`src/rtl/jtsw_pkg.sv`:
```
`default_nettype none
package jtsw_pkg;

  // token codes
  localparam logic [3:0] OP_ARR_OPEN  = 4'd0;
  localparam logic [3:0] OP_ARR_CLOSE = 4'd1;
  localparam logic [3:0] OP_OBJ_OPEN  = 4'd2;
  localparam logic [3:0] OP_OBJ_CLOSE = 4'd3;
  localparam logic [3:0] OP_TRUE      = 4'd4;
  localparam logic [3:0] OP_FALSE     = 4'd5;
  localparam logic [3:0] OP_NULL      = 4'd6;
  localparam logic [3:0] OP_INT       = 4'd7;
  localparam logic [3:0] OP_STR_BEGIN = 4'd8;
  localparam logic [3:0] OP_STR_CHAR  = 4'd9;
  localparam logic [3:0] OP_STR_END   = 4'd10;

  // status codes
  localparam logic [2:0] ERR_OK            = 3'd0;
  localparam logic [2:0] ERR_BAD_ARR_OPEN  = 3'd1;
  localparam logic [2:0] ERR_BAD_ARR_CLOSE = 3'd2;
  localparam logic [2:0] ERR_BAD_OBJ_OPEN  = 3'd3;
  localparam logic [2:0] ERR_BAD_OBJ_CLOSE = 3'd4;
  localparam logic [2:0] ERR_BAD_VALUE     = 3'd5;
  localparam logic [2:0] ERR_OVERFLOW      = 3'd6;
  localparam logic [2:0] ERR_STR_ORDER     = 3'd7;

  // scope kinds
  localparam logic [1:0] KIND_ROOT   = 2'd0;
  localparam logic [1:0] KIND_ARRAY  = 2'd1;
  localparam logic [1:0] KIND_OBJECT = 2'd2;

  // text bytes
  localparam logic [7:0] CH_COMMA  = 8'h2c;
  localparam logic [7:0] CH_QUOTE  = 8'h22;
  localparam logic [7:0] CH_BSLASH = 8'h5c;
  localparam logic [7:0] CH_COLON  = 8'h3a;
  localparam logic [7:0] CH_MINUS  = 8'h2d;
  localparam logic [7:0] CH_LBRACK = 8'h5b;
  localparam logic [7:0] CH_RBRACK = 8'h5d;
  localparam logic [7:0] CH_LBRACE = 8'h7b;
  localparam logic [7:0] CH_RBRACE = 8'h7d;
  localparam logic [7:0] CH_ZERO   = 8'h30;
  localparam logic [7:0] CH_U      = 8'h75;

  // keywords, first byte in the low lane
  localparam logic [47:0] KW_TRUE  = 48'h0000_6575_7274;
  localparam logic [47:0] KW_FALSE = 48'h0065_736c_6166;
  localparam logic [47:0] KW_NULL  = 48'h0000_6c6c_756e;

  // decimal digits of a 64-bit magnitude
  localparam int NUM_DIGITS = 20;
  localparam int BCD_W      = 4 * NUM_DIGITS;

  typedef struct packed {
    logic       key;
    logic       empty;
    logic [1:0] kind;
  } scope_t;

  localparam scope_t SCOPE_ROOT_INIT = '{key: 1'b1, empty: 1'b1, kind: KIND_ROOT};

  // classified token passed from front to back
  typedef struct packed {
    logic [3:0]  op;
    logic        neg;
    logic [63:0] mag;
    logic [47:0] esc;
    logic [2:0]  esc_len;
  } item_t;

  // scope marks after a member or element is complete
  function automatic scope_t scope_marks(scope_t s, logic k);
    scope_t r;
    r.kind  = s.kind;
    r.empty = 1'b0;
    r.key   = (s.kind == KIND_OBJECT) ? k : s.key;
    return r;
  endfunction

endpackage
`default_nettype wire

```
`src/rtl/jtsw_ram.sv`:
```
`default_nettype none
module jtsw_ram #(
  parameter int WIDTH = 4,
  parameter int DEPTH = 32
) (
  input  wire logic                             clk,
  input  wire logic                             we,
  input  wire logic [(DEPTH>1?$clog2(DEPTH):1)-1:0] waddr,
  input  wire logic [WIDTH-1:0]                 wdata,
  input  wire logic [(DEPTH>1?$clog2(DEPTH):1)-1:0] raddr,
  output logic      [WIDTH-1:0]                 rdata
);
  logic [WIDTH-1:0] mem [DEPTH];

  always_ff @(posedge clk) begin
    if (we) begin
      mem[waddr] <= wdata;
    end
    rdata <= mem[raddr];
  end
endmodule
`default_nettype wire

```
`src/rtl/jtsw_front.sv`:
```
`default_nettype none
module jtsw_front (
  input  wire logic        [3:0]  req_type,
  input  wire logic signed [63:0] operand_value,
  output jtsw_pkg::item_t         item
);
  logic [63:0] v;
  logic [7:0]  c;
  logic [7:0]  hex_lo;
  logic [7:0]  hex_hi;

  always_comb begin
    v      = operand_value;
    c      = v[7:0];
    hex_hi = jtsw_pkg::CH_ZERO + {4'd0, c[7:4]};
    hex_lo = (c[3:0] < 4'd10) ? (jtsw_pkg::CH_ZERO + {4'd0, c[3:0]})
                              : (8'h57 + {4'd0, c[3:0]});
    item.op  = req_type;
    item.neg = v[63];
    item.mag = v[63] ? (~v + 64'd1) : v;
    // escape sequence, first byte in the low lane
    item.esc     = {40'd0, c};
    item.esc_len = 3'd1;
    case (c)
      8'h22: begin item.esc = {32'd0, 8'h22, jtsw_pkg::CH_BSLASH}; item.esc_len = 3'd2; end
      8'h5c: begin item.esc = {32'd0, 8'h5c, jtsw_pkg::CH_BSLASH}; item.esc_len = 3'd2; end
      8'h08: begin item.esc = {32'd0, 8'h62, jtsw_pkg::CH_BSLASH}; item.esc_len = 3'd2; end
      8'h0c: begin item.esc = {32'd0, 8'h66, jtsw_pkg::CH_BSLASH}; item.esc_len = 3'd2; end
      8'h0a: begin item.esc = {32'd0, 8'h6e, jtsw_pkg::CH_BSLASH}; item.esc_len = 3'd2; end
      8'h0d: begin item.esc = {32'd0, 8'h72, jtsw_pkg::CH_BSLASH}; item.esc_len = 3'd2; end
      8'h09: begin item.esc = {32'd0, 8'h74, jtsw_pkg::CH_BSLASH}; item.esc_len = 3'd2; end
      default: begin
        if (c < 8'h20) begin
          item.esc = {hex_lo, hex_hi, jtsw_pkg::CH_ZERO, jtsw_pkg::CH_ZERO,
                      jtsw_pkg::CH_U, jtsw_pkg::CH_BSLASH};
          item.esc_len = 3'd6;
        end
      end
    endcase
  end
endmodule
`default_nettype wire

```
`src/rtl/jtsw_queue.sv`:
```
`default_nettype none
module jtsw_queue (
  input  wire logic            clk,
  input  wire logic            rst,
  input  wire logic            push,
  input  wire jtsw_pkg::item_t push_item,
  output logic                 full,
  input  wire logic            pop,
  output logic                 q_valid,
  output jtsw_pkg::item_t      q_item
);
  jtsw_pkg::item_t slots [2];
  logic       wp;
  logic       rp;
  logic [1:0] cnt;
  logic       do_push;
  logic       do_pop;

  assign full    = (cnt == 2'd2);
  assign q_valid = (cnt != 2'd0);
  assign q_item  = slots[rp];
  assign do_push = push && !full;
  assign do_pop  = pop && q_valid;

  always_ff @(posedge clk) begin
    if (do_push) begin
      slots[wp] <= push_item;
    end
    if (rst) begin
      wp  <= 1'b0;
      rp  <= 1'b0;
      cnt <= 2'd0;
    end else begin
      if (do_push) wp <= ~wp;
      if (do_pop)  rp <= ~rp;
      cnt <= cnt + {1'b0, do_push} - {1'b0, do_pop};
    end
  end
endmodule
`default_nettype wire

```
`src/rtl/jtsw_back.sv`:
```
`default_nettype none
module jtsw_back #(
  parameter int STACK_DEPTH = 32
) (
  input  wire logic            clk,
  input  wire logic            rst,
  input  wire logic            q_valid,
  input  wire jtsw_pkg::item_t q_item,
  output logic                 q_pop,
  output logic                 res_valid,
  input  wire logic            res_stall,
  output logic [7:0]           out_byte,
  output logic                 byte_valid,
  output logic [2:0]           status,
  output logic                 last_of_run
);
  localparam int TW = (STACK_DEPTH > 1) ? $clog2(STACK_DEPTH) : 1;

  localparam logic [1:0] S_IDLE  = 2'd0;
  localparam logic [1:0] S_EMIT  = 2'd1;
  localparam logic [1:0] S_CONV  = 2'd2;
  localparam logic [1:0] S_DIGIT = 2'd3;

  logic [1:0]            state;
  jtsw_pkg::scope_t      cur;
  logic [TW-1:0]         top;
  logic                  str_open;
  logic                  str_key;
  logic                  pop_pend;
  logic [47:0]           buffer;
  logic [2:0]            len;
  logic                  bv;
  logic [2:0]            code;
  logic                  int_mode;
  logic [jtsw_pkg::BCD_W-1:0] bcd;
  logic [jtsw_pkg::BCD_W-1:0] bcd_next;
  logic [63:0]           mag;
  logic [5:0]            cnt;
  logic [4:0]            rem;
  logic                  started;
  logic [3:0]            dig;
  logic                  out_free;
  logic                  emit;

  logic [3:0]            ram_rdata;

  // evaluation of the head token
  logic                  wk;
  logic                  wv;
  logic                  acomma;
  logic                  ev_fail;
  logic [2:0]            ev_code;
  logic [47:0]           ev_body;
  logic [2:0]            ev_blen;
  logic                  ev_comma;
  logic                  ev_push;
  logic                  ev_pop;
  logic [1:0]            ev_kind;
  logic                  ev_marks;
  logic                  ev_mk;
  logic                  ev_int;
  logic                  ev_open;
  logic                  ev_close_str;
  logic                  ev_key;
  logic [47:0]           ev_buf;
  logic [2:0]            ev_len;

  assign out_free = !res_valid || !res_stall;
  assign q_pop    = (state == S_IDLE) && q_valid;
  assign dig      = bcd[jtsw_pkg::BCD_W-1 -: 4];
  // a byte leaves the back end this cycle
  assign emit     = out_free &&
                    (((state == S_EMIT) && (len != 3'd0)) ||
                     ((state == S_DIGIT) && (started || dig != 4'd0 || rem == 5'd1)));

  jtsw_ram #(.WIDTH(4), .DEPTH(STACK_DEPTH)) u_stack (
    .clk   (clk),
    .we    (q_pop && ev_push),
    .waddr (top),
    .wdata (cur),
    .raddr (top - TW'(1)),
    .rdata (ram_rdata)
  );

  always_comb begin
    for (int i = 0; i < jtsw_pkg::NUM_DIGITS; i++) begin
      bcd_next[4*i +: 4] = (bcd[4*i +: 4] >= 4'd5) ? (bcd[4*i +: 4] + 4'd3) : bcd[4*i +: 4];
    end
    bcd_next = {bcd_next[jtsw_pkg::BCD_W-2:0], mag[63]};
  end

  always_comb begin
    wk = (cur.kind == jtsw_pkg::KIND_OBJECT) && cur.key;
    wv = (cur.kind == jtsw_pkg::KIND_ARRAY) ||
         ((cur.kind == jtsw_pkg::KIND_OBJECT) && !cur.key) ||
         ((cur.kind == jtsw_pkg::KIND_ROOT) && cur.empty);
    acomma = (cur.kind == jtsw_pkg::KIND_ARRAY) && !cur.empty;
    ev_fail = 1'b0;
    ev_code = jtsw_pkg::ERR_OK;
    ev_body = 48'd0;
    ev_blen = 3'd0;
    ev_comma = 1'b0;
    ev_push = 1'b0;
    ev_pop = 1'b0;
    ev_kind = jtsw_pkg::KIND_ARRAY;
    ev_marks = 1'b0;
    ev_mk = 1'b1;
    ev_int = 1'b0;
    ev_open = 1'b0;
    ev_close_str = 1'b0;
    ev_key = 1'b0;
    if (q_item.op > jtsw_pkg::OP_STR_END) begin
      ev_fail = 1'b1;
      ev_code = jtsw_pkg::ERR_BAD_VALUE;
    end else if (str_open && q_item.op != jtsw_pkg::OP_STR_CHAR &&
                 q_item.op != jtsw_pkg::OP_STR_END) begin
      ev_fail = 1'b1;
      ev_code = jtsw_pkg::ERR_STR_ORDER;
    end else if (!str_open && (q_item.op == jtsw_pkg::OP_STR_CHAR ||
                               q_item.op == jtsw_pkg::OP_STR_END)) begin
      ev_fail = 1'b1;
      ev_code = jtsw_pkg::ERR_STR_ORDER;
    end else begin
      case (q_item.op)
        jtsw_pkg::OP_ARR_OPEN, jtsw_pkg::OP_OBJ_OPEN: begin
          if (!wv) begin
            ev_fail = 1'b1;
            ev_code = (q_item.op == jtsw_pkg::OP_ARR_OPEN) ? jtsw_pkg::ERR_BAD_ARR_OPEN
                                                           : jtsw_pkg::ERR_BAD_OBJ_OPEN;
          end else if (top >= TW'(STACK_DEPTH - 1)) begin
            ev_fail = 1'b1;
            ev_code = jtsw_pkg::ERR_OVERFLOW;
          end else begin
            ev_comma = acomma;
            ev_push  = 1'b1;
            ev_blen  = 3'd1;
            if (q_item.op == jtsw_pkg::OP_ARR_OPEN) begin
              ev_kind = jtsw_pkg::KIND_ARRAY;
              ev_body = {40'd0, jtsw_pkg::CH_LBRACK};
            end else begin
              ev_kind = jtsw_pkg::KIND_OBJECT;
              ev_body = {40'd0, jtsw_pkg::CH_LBRACE};
            end
          end
        end
        jtsw_pkg::OP_ARR_CLOSE: begin
          if (cur.kind != jtsw_pkg::KIND_ARRAY || top == '0) begin
            ev_fail = 1'b1;
            ev_code = jtsw_pkg::ERR_BAD_ARR_CLOSE;
          end else begin
            ev_body = {40'd0, jtsw_pkg::CH_RBRACK};
            ev_blen = 3'd1;
            ev_pop  = 1'b1;
          end
        end
        jtsw_pkg::OP_OBJ_CLOSE: begin
          if (!wk || top == '0) begin
            ev_fail = 1'b1;
            ev_code = jtsw_pkg::ERR_BAD_OBJ_CLOSE;
          end else begin
            ev_body = {40'd0, jtsw_pkg::CH_RBRACE};
            ev_blen = 3'd1;
            ev_pop  = 1'b1;
          end
        end
        jtsw_pkg::OP_TRUE, jtsw_pkg::OP_FALSE, jtsw_pkg::OP_NULL, jtsw_pkg::OP_INT: begin
          if (!wv) begin
            ev_fail = 1'b1;
            ev_code = jtsw_pkg::ERR_BAD_VALUE;
          end else begin
            ev_comma = acomma;
            ev_marks = 1'b1;
            if (q_item.op == jtsw_pkg::OP_TRUE) begin
              ev_body = jtsw_pkg::KW_TRUE;
              ev_blen = 3'd4;
            end else if (q_item.op == jtsw_pkg::OP_FALSE) begin
              ev_body = jtsw_pkg::KW_FALSE;
              ev_blen = 3'd5;
            end else if (q_item.op == jtsw_pkg::OP_NULL) begin
              ev_body = jtsw_pkg::KW_NULL;
              ev_blen = 3'd4;
            end else begin
              ev_int  = 1'b1;
              ev_body = q_item.neg ? {40'd0, jtsw_pkg::CH_MINUS} : 48'd0;
              ev_blen = q_item.neg ? 3'd1 : 3'd0;
            end
          end
        end
        jtsw_pkg::OP_STR_BEGIN: begin
          if (!wk && !wv) begin
            ev_fail = 1'b1;
            ev_code = jtsw_pkg::ERR_BAD_VALUE;
          end else begin
            ev_comma = acomma || (wk && !cur.empty);
            ev_body  = {40'd0, jtsw_pkg::CH_QUOTE};
            ev_blen  = 3'd1;
            ev_open  = 1'b1;
            ev_key   = wk;
          end
        end
        jtsw_pkg::OP_STR_CHAR: begin
          ev_body = q_item.esc;
          ev_blen = q_item.esc_len;
        end
        default: begin
          ev_body = str_key ? {32'd0, jtsw_pkg::CH_COLON, jtsw_pkg::CH_QUOTE}
                            : {40'd0, jtsw_pkg::CH_QUOTE};
          ev_blen = str_key ? 3'd2 : 3'd1;
          ev_marks = 1'b1;
          ev_mk = !str_key;
          ev_close_str = 1'b1;
        end
      endcase
    end
    if (ev_fail) begin
      ev_buf = 48'd0;
      ev_len = 3'd1;
    end else if (ev_comma) begin
      ev_buf = {ev_body[39:0], jtsw_pkg::CH_COMMA};
      ev_len = ev_blen + 3'd1;
    end else begin
      ev_buf = ev_body;
      ev_len = ev_blen;
    end
  end

  always_ff @(posedge clk) begin
    if (rst) begin
      state     <= S_IDLE;
      cur       <= jtsw_pkg::SCOPE_ROOT_INIT;
      top       <= '0;
      str_open  <= 1'b0;
      str_key   <= 1'b0;
      pop_pend  <= 1'b0;
      res_valid <= 1'b0;
    end else begin
      if (emit) res_valid <= 1'b1;
      else if (!res_stall) res_valid <= 1'b0;
      if (pop_pend) begin
        cur      <= jtsw_pkg::scope_marks(ram_rdata, 1'b1);
        pop_pend <= 1'b0;
      end
      case (state)
        S_IDLE: begin
          if (q_valid) begin
            buffer   <= ev_buf;
            len      <= ev_len;
            bv       <= !ev_fail;
            code     <= ev_code;
            int_mode <= ev_int;
            if (ev_push) begin
              top <= top + TW'(1);
              cur <= '{key: 1'b1, empty: 1'b1, kind: ev_kind};
            end
            if (ev_pop) begin
              top      <= top - TW'(1);
              pop_pend <= 1'b1;
            end
            if (ev_marks) cur <= jtsw_pkg::scope_marks(cur, ev_mk);
            if (ev_open) begin
              str_open <= 1'b1;
              str_key  <= ev_key;
            end
            if (ev_close_str) begin
              str_open <= 1'b0;
              str_key  <= 1'b0;
            end
            if (ev_int) begin
              mag     <= q_item.mag;
              bcd     <= '0;
              cnt     <= 6'd0;
              rem     <= 5'(jtsw_pkg::NUM_DIGITS);
              started <= 1'b0;
              state   <= S_CONV;
            end else begin
              state <= S_EMIT;
            end
          end
        end
        S_CONV: begin
          bcd <= bcd_next;
          mag <= {mag[62:0], 1'b0};
          cnt <= cnt + 6'd1;
          if (cnt == 6'd63) state <= S_EMIT;
        end
        S_EMIT: begin
          if (len == 3'd0) begin
            state <= S_DIGIT;
          end else if (out_free) begin
            out_byte    <= buffer[7:0];
            byte_valid  <= bv;
            status      <= code;
            last_of_run <= (len == 3'd1) && !int_mode;
            buffer      <= {8'd0, buffer[47:8]};
            len         <= len - 3'd1;
            if (len == 3'd1) state <= int_mode ? S_DIGIT : S_IDLE;
          end
        end
        default: begin
          if (!started && dig == 4'd0 && rem != 5'd1) begin
            bcd <= {bcd[jtsw_pkg::BCD_W-5:0], 4'd0};
            rem <= rem - 5'd1;
          end else if (out_free) begin
            out_byte    <= jtsw_pkg::CH_ZERO | {4'd0, dig};
            byte_valid  <= 1'b1;
            status      <= jtsw_pkg::ERR_OK;
            last_of_run <= (rem == 5'd1);
            bcd         <= {bcd[jtsw_pkg::BCD_W-5:0], 4'd0};
            rem         <= rem - 5'd1;
            started     <= 1'b1;
            if (rem == 5'd1) state <= S_IDLE;
          end
        end
      endcase
    end
  end
endmodule
`default_nettype wire

```
`src/rtl/json_token_stream_writer.sv`:
```
`default_nettype none
// Streaming JSON text writer. Each accepted transaction on the request side is
// one writer token (array/object open and close, true, false, null, a signed
// 64-bit integer, string begin, string character, string end); the block
// answers with one or more result transactions, each carrying one text byte,
// or a single bare status result (byte_valid low) when the token is illegal,
// and last_of_run marks the final result of each token. Separators, key colons
// and string escapes are inserted by the block. Nesting is bounded by
// STACK_DEPTH scopes, root included; an open at the limit reports overflow.
// The back end decodes a token and then emits its bytes one at a time while
// the result side is not stalled; an escaped string character yields up to
// six bytes. An integer first runs a binary-to-decimal conversion, then skips
// its leading zeros (up to 19) before its digits stream.
// The two-entry token queue lets the request side run ahead of the back end.
module json_token_stream_writer #(
  parameter int STACK_DEPTH = 32
) (
  input  wire logic               clk,
  input  wire logic               rst,
  // request side
  input  wire logic               req_valid,
  output logic                    req_stall,
  input  wire logic        [3:0]  req_type,
  input  wire logic signed [63:0] operand_value,
  // result side
  output logic                    res_valid,
  input  wire logic               res_stall,
  output logic             [7:0]  out_byte,
  output logic                    byte_valid,
  output logic             [2:0]  status,
  output logic                    last_of_run
);
  jtsw_pkg::item_t front_item;
  jtsw_pkg::item_t q_item;
  logic            q_full;
  logic            q_valid;
  logic            q_pop;

  // front end: decode the token, precompute escapes and integer magnitude
  jtsw_front u_front (
    .req_type      (req_type),
    .operand_value (operand_value),
    .item          (front_item)
  );

  // token queue decouples acceptance from text generation
  jtsw_queue u_queue (
    .clk       (clk),
    .rst       (rst),
    .push      (req_valid),
    .push_item (front_item),
    .full      (q_full),
    .pop       (q_pop),
    .q_valid   (q_valid),
    .q_item    (q_item)
  );

  assign req_stall = q_full;

  // back end: scope stack, legality checks and byte emission
  jtsw_back #(.STACK_DEPTH(STACK_DEPTH)) u_back (
    .clk         (clk),
    .rst         (rst),
    .q_valid     (q_valid),
    .q_item      (q_item),
    .q_pop       (q_pop),
    .res_valid   (res_valid),
    .res_stall   (res_stall),
    .out_byte    (out_byte),
    .byte_valid  (byte_valid),
    .status      (status),
    .last_of_run (last_of_run)
  );
endmodule
`default_nettype wire

```
`config.mk`:
```
export PLATFORM = sky130hd
export DESIGN_NAME = json_token_stream_writer
export DESIGN_NICKNAME = d
export VERILOG_FILES = /design/src/rtl/jtsw_pkg.sv /design/src/rtl/jtsw_ram.sv /design/src/rtl/jtsw_front.sv /design/src/rtl/jtsw_queue.sv /design/src/rtl/jtsw_back.sv /design/src/rtl/json_token_stream_writer.sv
export SDC_FILE = /design/constraint.sdc
export NUM_CORES = 1
export LEC_CHECK = 0
export ABC_AREA = 1
export BUFFER_PORTS_ARGS = -buffer_cell sky130_fd_sc_hd__buf_2
export CAP_MARGIN = 40
export CORE_ASPECT_RATIO = 2
export CORE_MARGIN = 1.5
export CORE_UTILIZATION = 45
export DETAILED_ROUTE_END_ITERATION = 10
export PLACE_DENSITY_LB_ADDON = 0.3
export SYNTH_ARGS = -nofsm -noshare
export SYNTH_HDL_FRONTEND = slang
export SYNTH_SLANG_ARGS = --single-unit
```
`constraint.sdc`:
```
create_clock -name clk -period 8.3 [get_ports clk]
set_input_delay 0.415 -clock clk [delete_from_list [all_inputs] [get_ports clk]]
set_output_delay 0.415 -clock clk [all_outputs]
set_load 0.05 [all_outputs]
```
==> flow_summary.json, run 1 <==
{
  "syn_to_final_growth_pct": 11.0,
  "cts_buffers": 45,
  "die_area_sq_um": 61100,
  "globalplace.congestion": 0.945,
  "die_h_microns": 348,
  "cts_tree": "done",
  "cts.sinks": 534,
  "switching_share_pct": 35.1,
  "p_int_w": 0.00573,
  "rows": 126,
  "synth-edff-count": 511,
  "path_delay_family": "simple AND/OR/NAND/NOR gates",
  "grt_max_degree": 80,
  "vias": 20000,
  "slowest_delay_ns": 0.77,
  "drt-wirelength-per-cell_microns": 18.4,
  "synth_area_sq_um": 26800,
  "grt_pass1_vias": 20400,
  "period_minus_slack_ns": 3.78,
  "clk_latency_ns": 0.57,
  "max_freq_mhz": 264,
  "status": "finished clean",
  "p_seq_share_pct": 43.2,
  "slew_viol_final": 0,
  "drtPass1Iterations": 8,
  "leakage_nw": 11.8,
  "grt.total_usage_pct": 21.9,
  "cts.clk_slew.worst_paths_ns": 0.07,
  "grt_pass1_wl_microns": 105000,
  "vias_per_cell": 5.49,
  "arrival_ns": 3.98,
  "yosysWarnings": 0,
  "crit_fanout": 64,
  "async_reset_ff_share_pct": 0,
  "antenna_found_initial": 0,
  "vdd_ir_drop_max_mv": 0.149,
  "crit_slowest_cell": "dfxtp_4",
  "switchingPower_w": 0.00309,
  "ys_ff_latch": 534,
  "slew_headroom_pct": 41.7,
  "port_buffers": 86,
  "ios": 87,
  "layout-drive-gt1-share_pct": 9.43,
  "ant_nets": 0,
  "grt-ovfl-total": 0,
  "hpwl_microns": 47600,
  "tns_ns": 0,
  "seq_area_frac_synth_pct": 59.0,
  "fillCellCount": 5403,
  "root_buffer": "clkbuf_16",
  "wl_microns": 66900,
  "finalSetupViolations": 0,
  "cp.required_ns": 8.49,
  "finalCritPeriodShare_pct": 45.6,
  "h-tree-depth": 2,
  "worstSetupEndpointType": "register",
  "p_clk_share_pct": 26.5,
  "initial_utilization_pct": 45.4,
  "netlist_instances": 2771,
  "critPathBufInv": 3,
  "comb_power_share_pct": 30.3,
  "cts_setup_buffers": 0,
  "rsz0062_at_grt": "no",
  "die_x_microns": 176,
  "max-cap-violations": 0,
  "syn-mean-instance-area_sq_um": 9.67,
  "min_path_type": "in2reg",
  "drtIter0Drc": 1433,
  "path_cells": "inv_2 > nand2_2 > nand2_4 > nor2_4 > nand2_1 > inv_2 > nand3_1 > nand2_1 > nand3_1 > nor2_4 > buf_4",
  "start_kind": "register",
  "tightest_slew_ns": 0.875,
  "skew_ns": 0.0279,
  "antenna_cells": 0,
  "synth_top_flop_cell": "edfxtp_1",
  "stdcell_area_sq_um": 29700,
  "power_density_nw_per_um2": 297,
  "critPathKind": "reg2reg",
  "fin_nets": 2973,
  "drc": 0,
  "hold_viol_final": 0,
  "place_area_sq_um": 28100,
  "fp.coreArea_sq_um": 59000,
  "max-clock-path-buffers": 3,
  "ys_types": 51
}
## per-layer routing
metal	up-vias	track usage, %	share of wire (%)
li1	9564	-	-
met1	9608	22.4	36
met2	619	42.3	55
met3	205	2.21	3.4
met4	0	12.6	5.8
met5	-	0	0
## cells by family after synthesis
kind of cell / Yosys count / share of synthesized area (%)
AO/OA/AOI/OAI: 493 / 10.1
XOR/XNOR: 78 / 2.55
adder cells (fa/ha/maj): 63 / 2.94
buffers and inverters: 394 / 5.71
AND/OR/NAND/NOR: 1203 / 19.4
flip-flops: 534 / 59.0
other: 1 / 0.0140
multiplexers: 5 / 0.187
## layout by cell type (no fill, tap or decap), types with 11 or more instances in the layout
| cell type | n |
|---|---|
| nand2_1 | 544 |
| edfxtp_1 | 511 |
| nor2_1 | 363 |
| inv_1 | 286 |
| o21ai_0 | 220 |
| a21oi_1 | 163 |
| nand3_1 | 156 |
| buf_2 | 87 |
| xor2_1 | 75 |
| ha_1 | 61 |
| clkbuf_16 | 46 |
| o22ai_1 | 37 |
| nand4_1 | 30 |
| nor3_1 | 28 |
| nand2_2 | 23 |
| buf_4 | 22 |
| dfxtp_1 | 22 |
| o32ai_1 | 19 |
| o21ai_1 | 15 |
| o211ai_1 | 15 |
| nor2_4 | 13 |
| bufinv_16 | 11 |
## worst register-to-register path, stage by stage (launching register included)
cell     delay (ns)
dfxtp_4        0.77
inv_2          0.25
nand2_2        0.14
nand2_4        0.08
nor2_4         0.16
nand2_1        0.15
inv_2          0.15
nand3_1        0.24
nand2_1        0.17
nand3_1        0.24
nor2_4         0.29
buf_4          0.73
## Yosys cell counts, types with 2 or more instances
| cell | count | area (sq um) |
|---|---|---|
| o21ai_0 | 220 | 1100 |
| edfxtp_1 | 511 | 15300 |
| buf_2 | 11 | 55.1 |
| o22ai_1 | 37 | 231 |
| o211ai_1 | 15 | 113 |
| nor2_8 | 2 | 40.0 |
| nand3_1 | 156 | 781 |
| clkbuf_1 | 68 | 255 |
| nor3_1 | 29 | 145 |
| o32ai_1 | 19 | 166 |
| o21ai_1 | 15 | 75.1 |
| nor2_2 | 7 | 43.8 |
| nand3b_1 | 5 | 37.5 |
| xnor2_1 | 3 | 26.3 |
| xor2_1 | 75 | 657 |
| nand4_1 | 30 | 188 |
| inv_1 | 287 | 1080 |
| nor4_1 | 3 | 18.8 |
| nand3_4 | 3 | 52.6 |
| nor2_1 | 366 | 1370 |
| mux2i_1 | 5 | 50.1 |
| o2111ai_1 | 4 | 35.0 |
| buf_6 | 4 | 45.0 |
| buf_1 | 15 | 56.3 |
| a21boi_0 | 2 | 15.0 |
| nor2_4 | 10 | 113 |
| o21bai_1 | 2 | 15.0 |
| nand2_2 | 23 | 144 |
| a21oi_4 | 2 | 32.5 |
| a21oi_1 | 163 | 816 |
| dfxtp_1 | 23 | 460 |
| a31oi_1 | 3 | 18.8 |
| or2_2 | 10 | 62.6 |
| o221ai_1 | 7 | 61.3 |
| nand2_1 | 544 | 2040 |
| inv_2 | 7 | 26.3 |
| ha_1 | 63 | 788 |
| nand2_4 | 9 | 101 |
## power groups by stage
stage	Combinational [W]	Sequential [W]	Clock, W
6_report	0.00267	0.00381	0.00234
5_1_grt	0.00296	0.00385	0.00246
4_1_cts	0.00267	0.00381	0.00238
3_5_place_dp	0.00266	0.00387	0
3_3_place_gp	0.00254	0.00385	0
2_1_floorplan	0.00186	0.00388	0
## path summary, 6_finish.rpt
path                                start                               to  slack (ns)  cells after the start
hold / removal                req_type[1]  u_queue.slots[1][117]$_DFFE_PP_        0.04                      1
hold reg to reg   u_queue.rp$_SDFFE_PP0P_          u_queue.rp$_SDFFE_PP0P_        0.45                      1
setup reg to reg                 register         u_back.mag[34]$_DFFE_PP_        4.52                     11
setup / recovery                 register         u_back.mag[34]$_DFFE_PP_        4.52                     11
## registers in the layout, summed over array words and instances, names as in the netlist, 4 cells and up, named ones only
signal and cells:
u_queue.slots 194, u_back.cur 4, u_back.top 5, u_back.out_byte 8, u_back.cnt 6, u_back.mag 64
u_back.rem 5, u_back.bcd 80, u_back.u_stack.mem 96, u_back.buffer 44
## timing repair
item / CTS / global route
gates resized for setup: 0 / 0
hold buffers: 1 / 0
endpoints found under the hold margin: 2 / 0
## per-stage QoR
stage / hold WS, ns / cells / setup WS (ns) / power, W / util, %
floorplan: 0.426 / 2777 / 0.0437 / 0.00574 / -
global placement: 0.437 / 3554 / 4.53 / 0.00639 / 47.5
detailed placement: 0.448 / 3558 / 4.51 / 0.00652 / 47.6
CTS: 0.00718 / 3642 / 4.48 / 0.00886 / 50.4
global route: 0.0246 / 3642 / 4.28 / 0.00928 / 50.4
finish: 0.0369 / 3642 / 4.52 / 0.00882 / 50.4
## layout make-up
class | instances | area (sq um) | share of cell area (%)
sequential | 534 | 15800 | 53.2
inverter | 295 | 1110 | 3.73
timing repair buffer | 113 | 686 | 2.31
multi-input combinational | 1849 | 9530 | 32.1
clock inverter | 31 | 457 | 1.54
clock buffer | 52 | 1170 | 3.95
tap | 768 | 961 | 3.23
No activity file was read; power rests on OpenSTA's default activity.
==> run 2: changes to the inputs <==
Settings changed: ABC_AREA 1 to 0.
Clock period 8.3 ns to 3.1 ns, I/O delays scaled along.
==> run 2 against run 1 <==
Net effect:
- clock-buffer cell count up 2
- first-iteration DRC count down 19%
- wire length down 15%
- worst setup slack worse by 4.4 ns
- via count down 16%
- highest routed layer is now met5
- largest power group unchanged
- sequential power rose to 2.7 times the previous value
- critical path type is now in2reg
==> flow_summary.json, run 2 <==
{
  "ys_top_cells_by_count": "edfxtp_1, nand2_1, o21ai_0",
  "startpoint": "operand_value[36]",
  "switchingPower_w": 0.00685,
  "synth_area_sq_um": 25500,
  "ys_types": 72,
  "port_buffers": 86,
  "arrival_ns": 3.32,
  "initial_utilization_pct": 45.5,
  "seq_area_frac_synth_pct": 61.9,
  "leakage_nw": 10.1,
  "grt-ovfl-total": 0,
  "yosys.area.top_type_share_pct": 60.1,
  "slew_headroom_pct": 48.4,
  "netlist_instances": 2045,
  "slew_viol_final": 0,
  "syn-mean-instance-area_sq_um": 12.5,
  "die_area_sq_um": 58300,
  "max-clock-path-buffers": 3,
  "root_buffer": "clkbuf_16",
  "antenna_found_initial": 1,
  "finalCritPeriodShare_pct": 97.4,
  "vias": 16800,
  "drt-wirelength-per-cell_microns": 18.7,
  "antenna_cells": 0,
  "syn_to_final_growth_pct": 16.6,
  "critPathKind": "in2reg",
  "dp_cells": 2888,
  "largest_register": "u_queue.slots",
  "drtIter0Drc": 1162,
  "multi_input_area_sq_um": 9320,
  "cts_tree": "done",
  "fillCellCount": 4696,
  "synth_area_leaders": "edfxtp_1, o21ai_0, mux2i_1",
  "cts_buffers": 46,
  "ios": 87,
  "grt_max_degree": 144,
  "hpwl_microns": 38500,
  "drtPass1Iterations": 7,
  "grt.total_usage_pct": 19.6,
  "p_seq_share_pct": 45.3,
  "min_path_type": "in2reg",
  "rr_endpoint": "u_back.len[1]$_DFFE_PP_",
  "p_clk_share_pct": 27.2,
  "finalSetupViolations": 0,
  "reg_top3": "u_queue.slots: 194 flops, u_back.u_stack.mem: 96 flops, u_back.bcd: 80 flops",
  "max_freq_mhz": 331,
  "worstHoldStart": "operand_value[5]",
  "ant_nets": 0,
  "layout-drive-gt1-share_pct": 15.8,
  "vdd_ir_drop_max_mv": 0.563,
  "synth_top_cell_by_area": "edfxtp_1",
  "tns_ns": 0,
  "holdWs_ns": 0.0684,
  "final_util_pct": 53.0,
  "wl_microns": 56600,
  "cp.required_ns": 3.40,
  "crit_fanout": 4,
  "clk_latency_ns": 0.57,
  "rsz0062_at_grt": "no",
  "p_int_w": 0.0154,
  "total_power_w": 0.0222,
  "fin_nets": 2383,
  "die_x_microns": 171,
  "power_density_nw_per_um2": 746,
  "synth_top_flop_cell": "edfxtp_1",
  "regArea_sq_um": 15800,
  "vias_per_cell": 5.53,
  "status": "finished clean",
  "globalplace.congestion": 0.940,
  "fin_cells": 3034,
  "die_h_microns": 340,
  "yosysWarnings": 0,
  "rows": 123,
  "period_minus_slack_ns": 3.02,
  "rr_worst_depth": 12,
  "hold_viol_final": 0,
  "grt_pass1_wl_microns": 90500,
  "grt_pass1_vias": 17300,
  "drc": 0,
  "tightest_slew_ns": 0.775,
  "cts.sinks": 534,
  "cts.clk_slew.worst_paths_ns": 0.06,
  "switching_share_pct": 30.8,
  "synth-edff-count": 511,
  "mostFrequentLayoutCells": "edfxtp_1, nand2_1, o21ai_0",
  "fp.coreArea_sq_um": 56200,
  "largest_reg_flops": 194,
  "reg2reg_slack_ns": 0.18,
  "start_kind": "input port",
  "comb_power_share_pct": 27.4,
  "layout_commonest_cell": "edfxtp_1",
  "h-tree-depth": 2,
  "skew_ns": 0.0199,
  "worstSetupEndpointType": "register",
  "async_reset_ff_share_pct": 0,
  "critPathCapture": "u_queue.slots[1][110]$_DFFE_PP_",
  "max-cap-violations": 0,
  "ys_ff_latch": 534,
  "synth.most_common_cell": "edfxtp_1"
}
-- run 2: what timing repair did --
item,in CTS,in global routing
hold buffers,61,0
gates resized for setup,1,21
gates cloned,0,0
endpoints found under the setup margin,1,158
pin swaps,0,2
setup buffers,0,1
hold endpoints to repair,124,0
-- run 2: final cells by class --
type                            instances  share of cell area, %
Clock inverter                         30                   1.26
Inverter                               69                  0.869
Tap cell                              750                   3.15
Timing Repair Buffer                  245                   6.37
Multi-Input combinational cell       1352                   31.3
Clock buffer                           54                   4.03
Sequential cell                       534                   53.1
-- run 2: worst min path at each step --
| stage | slack, ns | cells past startpoint | end |
|---|---|---|---|
| 2_1_floorplan | 0.23 | 1 | u_queue.cnt[0]$_SDFF_PP0_ |
| 3_3_place_gp | 0.35 | 1 | u_queue.slots[1][118]$_DFFE_PP_ |
| 3_5_place_dp | 0.35 | 1 | u_queue.slots[1][119]$_DFFE_PP_ |
| 4_1_cts | 0.01 | 2 | u_queue.slots[0][56]$_DFFE_PP_ |
| 5_1_grt | 0.04 | 2 | u_queue.slots[0][56]$_DFFE_PP_ |
| 6_report | 0.07 | 2 | u_queue.slots[0][56]$_DFFE_PP_ |
-- run 2: critical path, stage by stage --
cell and delay [ns]:
dlygate4sd3_1 0.53, buf_2 0.16, or4_1 0.59, nor3_2 0.17, buf_4 0.16, nand4b_1 0.12, or4_4 0.57, or4_4 0.46
o41ai_2 0.25, xnor2_1 0.15
-- run 2: cell families after synthesis --
logic type | count (synthesis) | synth area share [%]
AND/OR/NAND/NOR | 569 | 10.8
XOR/XNOR | 109 | 3.74
flip-flops | 534 | 61.9
AO/OA/AOI/OAI | 466 | 11.0
other | 1 | 0.0147
adder cells (fa/ha/maj) | 63 | 3.09
buffers and inverters | 165 | 2.49
multiplexers | 138 | 6.97
-- run 2: through the flow --
| stage | instance area, sq um | worst slack (ns) |
|---|---|---|
| 2_1_floorplan | 25700 | -1.32 |
| 3_3_place_gp | 27500 | 0.120 |
| 3_5_place_dp | 27500 | 0.000775 |
| 4_1_cts | 29700 | 0.0565 |
| 5_1_grt | 29800 | 0.00434 |
| 6_report | 29800 | 0.0800 |
-- run 2: layer usage --
layer / routed length, microns / share of wire (%) / vias to the layer above / track usage [%]
li1: - / - / 8028 / -
met5: 13 / 0.023 / - / 0
met1: 20900 / 37 / 8240 / 21.4
met3: 1940 / 3.4 / 131 / 2.71
met2: 31300 / 55 / 364 / 36.7
met4: 2460 / 4.3 / 2 / 9.23
-- run 2: power by group through the flow --
stage | registers [W] | clock network [W] | logic [W]
floorplan | 0.0102 | 0 | 0.00407
global placement | 0.0102 | 0 | 0.00588
detailed placement | 0.0102 | 0 | 0.00603
CTS | 0.0101 | 0.00620 | 0.00612
global route | 0.0102 | 0.00643 | 0.00675
finish | 0.0101 | 0.00605 | 0.00609
